`config.mk`:
```
export PLATFORM = sky130hd
export DESIGN_NAME = fasta_first_record_extractor_core
export DESIGN_NICKNAME = d
export VERILOG_FILES = /design/src/hw/rtl/ffre_pkg.sv /design/src/hw/rtl/fasta_first_record_extractor_core.sv /design/src/hw/rtl/ffre_parser.sv /design/src/hw/rtl/ffre_result_fifo.sv
export SDC_FILE = /design/constraint.sdc
export NUM_CORES = 1
export LEC_CHECK = 0
export BUFFER_PORTS_ARGS = -buffer_cell sky130_fd_sc_hd__buf_2
export CORE_ASPECT_RATIO = 1.75
export CORE_UTILIZATION = 60
export DETAILED_ROUTE_END_ITERATION = 10
export PLACE_DENSITY = 0.78
export SYNTH_ARGS = -nofsm -noshare
export SYNTH_HDL_FRONTEND = slang
export SYNTH_SLANG_ARGS = --single-unit
```
`constraint.sdc`:
```
create_clock -name clk -period 15.2 [get_ports clk]
set_input_delay 0.76 -clock clk [delete_from_list [all_inputs] [get_ports clk]]
set_output_delay 0.76 -clock clk [all_outputs]
set_load 0.05 [all_outputs]
```
`src/hw/rtl/ffre_pkg.sv`:
```
// ffre_pkg: shared types and constants of the fasta first record extractor
// no dependencies; imported by every module of the block

package ffre_pkg;

    localparam logic [7:0] CHAR_GT   = 8'h3E;
    localparam logic [7:0] CHAR_SEMI = 8'h3B;
    localparam logic [7:0] CHAR_CR   = 8'h0D;
    localparam logic [7:0] CHAR_LF   = 8'h0A;

    localparam logic [1:0] PH_SEEK   = 2'd0;
    localparam logic [1:0] PH_RECORD = 2'd1;
    localparam logic [1:0] PH_DONE   = 2'd2;

    localparam logic [1:0] LC_NONE   = 2'd0;
    localparam logic [1:0] LC_HEADER = 2'd1;
    localparam logic [1:0] LC_DATA   = 2'd2;
    localparam logic [1:0] LC_SKIP   = 2'd3;

    localparam logic [1:0] KIND_HEADER = 2'd0;
    localparam logic [1:0] KIND_SEQ    = 2'd1;
    localparam logic [1:0] KIND_END    = 2'd2;

    localparam logic [1:0] ST_NEXT_HEADER = 2'd0;
    localparam logic [1:0] ST_BLANK       = 2'd1;
    localparam logic [1:0] ST_STRAY       = 2'd2;
    localparam logic [1:0] ST_EOF         = 2'd3;

    typedef struct packed {
        logic [1:0]  kind;
        logic [7:0]  data;
        logic [1:0]  status;
        logic [31:0] seq_len;
        logic [15:0] discard;
    } result_t;

endpackage

```
`src/hw/rtl/fasta_first_record_extractor_core.sv`:
```
// fasta_first_record_extractor_core: top level, input register, parser and result queue
// depends on ffre_pkg, ffre_parser, ffre_result_fifo
//
// channel | signals                                                  | direction
// in      | in_valid in_stall in_byte in_last                        | item in
// out     | out_valid out_stall out_kind out_byte end_status         | result out
//         | seq_length discard_count                                 |
//
// one item accepted per cycle while in_stall is low; its results are registered in the result queue before they leave
// an item yields up to two results (held byte and end marker), one leaves per cycle while out_stall is low
// in_stall is high while an item waits in the input register and the four-entry
// result queue has fewer than two free slots
// reset clears parser state, input register and queue; no clearing pass
// state returns to its reset value after every item with in_last set

module fasta_first_record_extractor_core
    import ffre_pkg::*;
#(
    parameter int LENGTH_WIDTH     = 32,
    parameter int LINE_COUNT_WIDTH = 16
)
(
    input  logic        clk,
    input  logic        rst_n,
    input  logic        in_valid,
    output logic        in_stall,
    input  logic [7:0]  in_byte,
    input  logic        in_last,
    output logic        out_valid,
    input  logic        out_stall,
    output logic [1:0]  out_kind,
    output logic [7:0]  out_byte,
    output logic [1:0]  end_status,
    output logic [31:0] seq_length,
    output logic [15:0] discard_count
);

    logic       stage_valid_reg, stage_valid_next;
    logic [7:0] stage_byte_reg;
    logic       stage_last_reg;
    logic       room;
    logic       advance;
    logic       accept;
    logic [1:0] push_cnt;
    result_t    res0;
    result_t    res1;
    result_t    head;

    assign advance  = stage_valid_reg && room;
    assign in_stall = stage_valid_reg && !room;
    assign accept   = in_valid && !in_stall;

    assign stage_valid_next = accept ? 1'b1 : (advance ? 1'b0 : stage_valid_reg);

    always_ff @(posedge clk or negedge rst_n)
    begin
        if (!rst_n)
            stage_valid_reg <= 1'b0;
        else
            stage_valid_reg <= stage_valid_next;
    end

    always_ff @(posedge clk)
    begin
        if (accept)
        begin
            stage_byte_reg <= in_byte;
            stage_last_reg <= in_last;
        end
    end

    ffre_parser #(
        .LENGTH_WIDTH     (LENGTH_WIDTH),
        .LINE_COUNT_WIDTH (LINE_COUNT_WIDTH)
    ) u_parser (
        .clk        (clk),
        .rst_n      (rst_n),
        .step_valid (advance),
        .step_byte  (stage_byte_reg),
        .step_last  (stage_last_reg),
        .push_cnt   (push_cnt),
        .res0       (res0),
        .res1       (res1)
    );

    ffre_result_fifo u_fifo (
        .clk       (clk),
        .rst_n     (rst_n),
        .push_cnt  (push_cnt),
        .push0     (res0),
        .push1     (res1),
        .room      (room),
        .pop_valid (out_valid),
        .pop_stall (out_stall),
        .pop_data  (head)
    );

    assign out_kind      = head.kind;
    assign out_byte      = head.data;
    assign end_status    = head.status;
    assign seq_length    = head.seq_len;
    assign discard_count = head.discard;

`ifndef ASSERT_OFF
    a_stall_needs_item: assert property (@(posedge clk) disable iff (!rst_n)
        in_stall |=> stage_valid_reg)
        else $error("input stalled with empty input register");
`endif

endmodule

```
`src/hw/rtl/ffre_parser.sv`:
```
// ffre_parser: record parser state and per-item step logic, up to two results per item
// depends on ffre_pkg

module ffre_parser
    import ffre_pkg::*;
#(
    parameter int LENGTH_WIDTH     = 32,
    parameter int LINE_COUNT_WIDTH = 16
)
(
    input  logic       clk,
    input  logic       rst_n,
    input  logic       step_valid,
    input  logic [7:0] step_byte,
    input  logic       step_last,
    output logic [1:0] push_cnt,
    output result_t    res0,
    output result_t    res1
);

    logic [1:0]                  phase_reg, phase_next;
    logic [1:0]                  class_reg, class_next;
    logic [7:0]                  held_char_reg, held_char_next;
    logic                        held_valid_reg, held_valid_next;
    logic [LINE_COUNT_WIDTH-1:0] line_emitted_reg, line_emitted_next;
    logic [LENGTH_WIDTH-1:0]     committed_reg, committed_next;

    always_comb
    begin
        logic                        emit;
        logic                        fin;
        logic                        fin_any;
        logic                        clear_line;
        logic [1:0]                  fin_st;
        logic [LINE_COUNT_WIDTH-1:0] le_inc;
        logic [63:0]                 len64;
        logic [63:0]                 disc64;
        result_t                     emit_rec;
        result_t                     fin_rec;

        phase_next      = phase_reg;
        class_next      = class_reg;
        held_char_next  = held_char_reg;
        held_valid_next = held_valid_reg;
        emit            = 1'b0;
        fin             = 1'b0;
        fin_any         = 1'b0;
        clear_line      = 1'b0;
        fin_st          = ST_EOF;
        len64           = 64'd0;
        disc64          = 64'd0;

        if (step_valid && phase_reg != PH_DONE)
        begin
            if (step_byte == CHAR_LF)
            begin
                case (class_reg)
                    LC_NONE:
                    begin
                        if (phase_reg == PH_RECORD)
                        begin
                            fin    = 1'b1;
                            fin_st = ST_BLANK;
                        end
                    end
                    LC_HEADER:
                    begin
                        emit       = held_valid_reg && held_char_reg != CHAR_CR;
                        phase_next = PH_RECORD;
                    end
                    LC_DATA:
                    begin
                        if (held_valid_reg && held_char_reg == CHAR_CR
                            && line_emitted_reg == '0)
                        begin
                            fin    = 1'b1;
                            fin_st = ST_BLANK;
                        end
                        else
                        begin
                            emit = held_valid_reg && held_char_reg != CHAR_CR;
                        end
                    end
                    default:
                    begin
                    end
                endcase
                if (!fin)
                begin
                    clear_line      = 1'b1;
                    class_next      = LC_NONE;
                    held_valid_next = 1'b0;
                    held_char_next  = 8'd0;
                end
            end
            else if (class_reg == LC_NONE)
            begin
                if (step_byte == CHAR_GT)
                begin
                    if (phase_reg == PH_SEEK)
                    begin
                        class_next      = LC_HEADER;
                        held_char_next  = step_byte;
                        held_valid_next = 1'b1;
                    end
                    else
                    begin
                        fin    = 1'b1;
                        fin_st = ST_NEXT_HEADER;
                    end
                end
                else if (step_byte == CHAR_SEMI)
                begin
                    class_next = LC_SKIP;
                end
                else if (phase_reg == PH_SEEK)
                begin
                    fin    = 1'b1;
                    fin_st = ST_STRAY;
                end
                else
                begin
                    class_next      = LC_DATA;
                    held_char_next  = step_byte;
                    held_valid_next = 1'b1;
                end
            end
            else if (class_reg == LC_HEADER || class_reg == LC_DATA)
            begin
                emit            = held_valid_reg;
                held_char_next  = step_byte;
                held_valid_next = 1'b1;
            end
            fin_any = fin || step_last;
        end

        le_inc         = line_emitted_reg;
        committed_next = committed_reg;
        if (emit)
        begin
            if (line_emitted_reg != '1)
                le_inc = line_emitted_reg + 1'b1;
            if (class_reg != LC_HEADER && committed_reg != '1)
                committed_next = committed_reg + 1'b1;
        end
        line_emitted_next = clear_line ? '0 : le_inc;

        len64 = 64'(committed_next);
        if (!fin && class_next == LC_HEADER)
        begin
            disc64 = 64'(line_emitted_next);
            len64  = 64'd0;
        end
        else if (!fin && class_next == LC_DATA)
        begin
            disc64 = 64'(line_emitted_next);
            if (committed_next != '1)
                len64 = 64'(committed_next) - disc64;
        end
        if (fin_any)
            phase_next = PH_DONE;

        emit_rec.kind    = (class_reg == LC_HEADER) ? KIND_HEADER : KIND_SEQ;
        emit_rec.data    = held_char_reg;
        emit_rec.status  = 2'd0;
        emit_rec.seq_len = 32'd0;
        emit_rec.discard = 16'd0;

        fin_rec.kind    = KIND_END;
        fin_rec.data    = 8'd0;
        fin_rec.status  = fin_st;
        fin_rec.seq_len = (len64 > 64'hFFFF_FFFF) ? 32'hFFFF_FFFF : len64[31:0];
        fin_rec.discard = (disc64 > 64'hFFFF) ? 16'hFFFF : disc64[15:0];

        push_cnt = 2'(emit) + 2'(fin_any);
        res0     = emit ? emit_rec : fin_rec;
        res1     = fin_rec;

        if (step_valid && step_last)
        begin
            phase_next        = PH_SEEK;
            class_next        = LC_NONE;
            held_char_next    = 8'd0;
            held_valid_next   = 1'b0;
            line_emitted_next = '0;
            committed_next    = '0;
        end
    end

    always_ff @(posedge clk or negedge rst_n)
    begin
        if (!rst_n)
        begin
            phase_reg        <= PH_SEEK;
            class_reg        <= LC_NONE;
            held_char_reg    <= 8'd0;
            held_valid_reg   <= 1'b0;
            line_emitted_reg <= '0;
            committed_reg    <= '0;
        end
        else
        begin
            phase_reg        <= phase_next;
            class_reg        <= class_next;
            held_char_reg    <= held_char_next;
            held_valid_reg   <= held_valid_next;
            line_emitted_reg <= line_emitted_next;
            committed_reg    <= committed_next;
        end
    end

`ifndef ASSERT_OFF
    a_two_results_order: assert property (@(posedge clk) disable iff (!rst_n)
        push_cnt == 2'd2 |-> res0.kind != KIND_END && res1.kind == KIND_END)
        else $error("two results not ordered as byte then end marker");

    a_done_silent: assert property (@(posedge clk) disable iff (!rst_n)
        phase_reg == PH_DONE |-> push_cnt == 2'd0)
        else $error("result produced after record end");

    a_held_class: assert property (@(posedge clk) disable iff (!rst_n)
        held_valid_reg |-> class_reg == LC_HEADER || class_reg == LC_DATA)
        else $error("held byte outside header or data line");
`endif

endmodule

```
`src/hw/rtl/ffre_result_fifo.sv`:
```
// ffre_result_fifo: four-entry result queue; per cycle it takes up to two pushes and, while pop_stall is low, one pop
// depends on ffre_pkg

module ffre_result_fifo
    import ffre_pkg::*;
(
    input  logic       clk,
    input  logic       rst_n,
    input  logic [1:0] push_cnt,
    input  result_t    push0,
    input  result_t    push1,
    output logic       room,
    output logic       pop_valid,
    input  logic       pop_stall,
    output result_t    pop_data
);

    result_t     entry_reg [4];
    logic [1:0]  wr_ptr_reg, wr_ptr_next;
    logic [1:0]  rd_ptr_reg, rd_ptr_next;
    logic [2:0]  count_reg, count_next;
    logic        pop;

    assign room      = count_reg <= 3'd2;
    assign pop_valid = count_reg != 3'd0;
    assign pop_data  = entry_reg[rd_ptr_reg];
    assign pop       = pop_valid && !pop_stall;

    assign wr_ptr_next = wr_ptr_reg + push_cnt;
    assign rd_ptr_next = rd_ptr_reg + 2'(pop);
    assign count_next  = 3'(count_reg + {1'b0, push_cnt} - {2'b00, pop});

    always_ff @(posedge clk)
    begin
        if (push_cnt != 2'd0)
            entry_reg[wr_ptr_reg] <= push0;
        if (push_cnt == 2'd2)
            entry_reg[wr_ptr_reg + 2'd1] <= push1;
    end

    always_ff @(posedge clk or negedge rst_n)
    begin
        if (!rst_n)
        begin
            wr_ptr_reg <= 2'd0;
            rd_ptr_reg <= 2'd0;
            count_reg  <= 3'd0;
        end
        else
        begin
            wr_ptr_reg <= wr_ptr_next;
            rd_ptr_reg <= rd_ptr_next;
            count_reg  <= count_next;
        end
    end

`ifndef ASSERT_OFF
    a_no_overflow: assert property (@(posedge clk) disable iff (!rst_n)
        push_cnt != 2'd0 |-> 3'(count_reg + {1'b0, push_cnt}) <= 3'd4)
        else $error("result queue overflow");

    a_ptr_count: assert property (@(posedge clk) disable iff (!rst_n)
        2'(rd_ptr_reg + count_reg[1:0]) == wr_ptr_reg)
        else $error("queue pointers disagree with count");
`endif

endmodule
```
==> key figures <==
Run status
  • Status: finished clean

Placement
  • Port Buffer Count: 74
  • Placer congestion estimate: 0.991
  • Post-DP HPWL: 29000 um

Power
  • Leak Pwr: around 6.3 nW
  • Combinational Power Share: 0.408
  • Peak supply drop: 0.247 mV
  • Internal power: approximately 1.8 mW
  • NetSw: 1.30 mW
  • Sequential share of power: 0.378
  • P per Cell Area: 177 nW/um^2
  • Clock Power Share: 0.215
  • Sw Ratio: 0.413

Worst setup path
  • Startpoint Class: register
  • Crit path DAT: 7660 ps
  • Crit Path Category: register to register
  • CP endpoint kind: register
  • Maximum fanout along the worst path: 25
  • R2R setup slack: a little under 8000 ps
  • Req. time, crit path: 15610 ps

Route
  • Avg WL per Cell: 23.0 um
  • Number of remaining DRC errors: 0
  • DRT iter0 DRCs: 912
  • Routed wire length: 41900 um
  • Antenna Nets Post-Route: 0
  • Drt first pass iters: 6
  • Via Count: 11867
  • Vias per std cell: 6.51

Finish
  • Max reg flops: 240
  • Fraction of layout cells with a size suffix above 1: 0.153
  • # diodes: 0
  • Layout area overhead: 8.98%
  • Final Util: 0.667
  • Fin nets: ~1500

Global routing
  • Initial antenna violation count: 0
  • Vias in the first global route: approximately 12000
  • Global route overflow: 0
  • First-pass GRT wire length: ~66000 um
  • Pin count of the biggest net entering global routing: 70
  • GRT Util Overall: 0.312

Synth
  • Ys async rst share: 0.217
  • Main flop type after synthesis: edfxtp_1
  • Yosys warns: 0
  • Count leader, synth: nor2_1
  • Flop and latch count out of synthesis: 318
  • Mapped cell area: 16300 sq um
  • EDFF count, synth: between 200 and 250
  • Top-area cell type share of the netlist area: 0.386
  • Area leader, netlist: edfxtp_1
  • Synth unique cells: roughly 80
  • Main area contributors after synthesis: edfxtp_1 (39%), dfrtp_1 (11%), mux4_2 (8.3%)
  • Synth Area per Inst: between 10 and 15 sq um
  • Synth Instances: 1432
  • Syn nets: 1477
  • Sequential fraction of the synthesis area: 0.541
  • Ranking of synthesized cells by instance count: nor2_1 (287), edfxtp_1 (209), nand2_1 (91), dfrtp_1 (69)

Timing
  • RSZ-0062 raised after global routing: false
  • Slew HR: 0.178
  • Period utilisation layout: 0.477
  • Actual slew at the worst max-slew pin: ~1200 ps
  • Final max-slew violation count: 0
  • Post-Route Skew: 15.8 ps
  • Fmax: ~0.14 GHz
  • Final min period: around 7300 ps
  • Setup-failing EPs final: 0
  • Final hold vios: 0
  • Setup TNS: 0 ps
  • Min Hold Slack: 370 ps

Min path
  • Hold crit path type: primary input to register

Die
  • I/O pins: 75
  • Initial Utilization: 0.612
  • Chip Height: roughly 220 um
  • Rows: 79
  • Total die area: 27800 sq um
  • Core region area: about 27000 sq um
  • Die extent in x: 127 um

Clock network
  • Setup bufs post-CTS: 0
  • Clock transition at path regs: ~70 ps
  • Clock Latency Late Sink: 570 ps
  • Hold_buf cts: 0
  • Clock Tree Root: clkbuf_16
  • Clock Sinks: approximately 320
  • CTS tree: yes
  • Post-CTS resize count: 0
  • Maximum clock path buffer count: 3
  • H-tree levels: 1
  • Num CTS Buffers: 28

Run
  • Max-cap violations: 0
[worst max-delay path, cell delays in order (launching register included)]
cell and delay, ps:
dfrtp_1 420, inv_1 100, ha_1 340, nand3b_1 90
nor4b_1 590, o211ai_4 430, nor2_1 820, mux2i_1 450
inv_1 140, fa_1 490, a211oi_1 330, o21ai_0 220
a32o_1 300, o22a_1 250, and2_1 190, nor2_1 120
nand3_1 500, nor4_2 760, o21ai_0 340, nor2_1 190
[cells by family after synthesis]
family / share of synthesized area
and+or+nand+nor: 0.188
DFF: 0.541
AOI/OAI and AO/OA: 0.0875
buffers and inverters: 0.0277
xor gates and xnor gates: 0.0393
muxes: 0.0915
adders and majority gates: 0.0255
[cells in the final DEF (no fill, tap or decap), types with 5 or more instances in the layout]
| master | synthesis | routed |
|---|---|---|
| nor3_1 | 42 | 42 |
| nand2b_1 | 30 | 30 |
| dfxtp_1 | 40 | 40 |
| or4_1 | 8 | 8 |
| a31oi_1 | 8 | 8 |
| and2_1 | 21 | 21 |
| a21o_1 | 10 | 10 |
| o211ai_1 | 7 | 7 |
| mux4_2 | 60 | 60 |
| mux2i_1 | 8 | 8 |
| edfxtp_1 | 209 | 209 |
| or2_2 | 5 | 5 |
| and4_1 | 6 | 6 |
| a31o_2 | 5 | 5 |
| nand2_1 | 91 | 91 |
| a211oi_1 | 9 | 9 |
| xor2_1 | 31 | 31 |
| a22o_1 | 34 | 34 |
| nor2b_1 | 6 | 6 |
| or3_1 | 10 | 10 |
| clkbuf_1 | 60 | 5 |
| dfrtp_1 | 69 | 67 |
| a21oi_1 | 34 | 33 |
| nor2_1 | 287 | 287 |
| nor4_1 | 16 | 16 |
| o21a_1 | 5 | 5 |
| nand3_1 | 40 | 40 |
| buf_2 | 4 | 74 |
| clkbuf_16 | 0 | 28 |
| and3_1 | 16 | 16 |
| o31ai_1 | 10 | 10 |
| nand4_1 | 24 | 24 |
| ha_1 | 30 | 30 |
| xnor2_1 | 42 | 42 |
| inv_1 | 37 | 33 |
| o21ai_0 | 30 | 30 |
| clkinv_1 | 0 | 9 |
| buf_4 | 3 | 16 |
[path summary, 6_finish.rpt]
check | start | to | depth (start not counted)
setup / recovery | u_parser.class_reg[0] | u_fifo.entry_reg[1][33] | 19
hold / removal | in_last | stage_last_reg | 1
setup reg to reg | u_parser.class_reg[0] | u_fifo.entry_reg[1][33] | 19
hold reg to reg | u_fifo.entry_reg[2][59] | u_fifo.entry_reg[2][59] | 2
max in group asynchronous | rst_n | u_fifo.rd_ptr_reg[0] | 2
min in group asynchronous | rst_n | u_parser.committed_reg[18] | 2
[per-layer routing]
metal | wire (um) | vias up | share of wire | track usage
met4 | 2130 | 0 | 0.051 | 0.165
met3 | 2330 | 133 | 0.056 | 0.0342
li1 | - | 5388 | - | -
met2 | 22000 | 486 | 0.52 | 0.568
met5 | 0 | - | 0 | 0
met1 | 15500 | 5860 | 0.37 | 0.360
[through the flow]
step	worst slack (ps)	power (mW)	instance area, sq um	cells
after floorplan	9500	2.16	16300	1432
after global placement	8390	2.47	16900	1772
after detailed placement	8130	2.49	16900	1772
after CTS	8110	3.15	17700	1824
after global routing	7420	3.27	17700	1824
final	7950	3.14	17700	1824
[final cells by class]
cell class	count	area, sq um
Multi-Input combinational cell	1003	7040
Clock buffer	33	719
Inverter	37	139
Fill cell	1987	8850
Timing Repair Buffer	90	490
Clock inverter	19	139
Tap cell	324	405
Sequential cell	318	8810
[power groups by stage]
| stage | registers [mW] | clock network, mW | logic [mW] |
|---|---|---|---|
| after detailed placement | 1.20 | 0 | 1.29 |
| final | 1.18 | 0.674 | 1.28 |
| after CTS | 1.18 | 0.681 | 1.29 |
| after floorplan | 1.15 | 0 | 1.01 |
| after global routing | 1.20 | 0.712 | 1.36 |
| after global placement | 1.19 | 0 | 1.28 |
No activity file was read; power rests on OpenSTA's default activity.
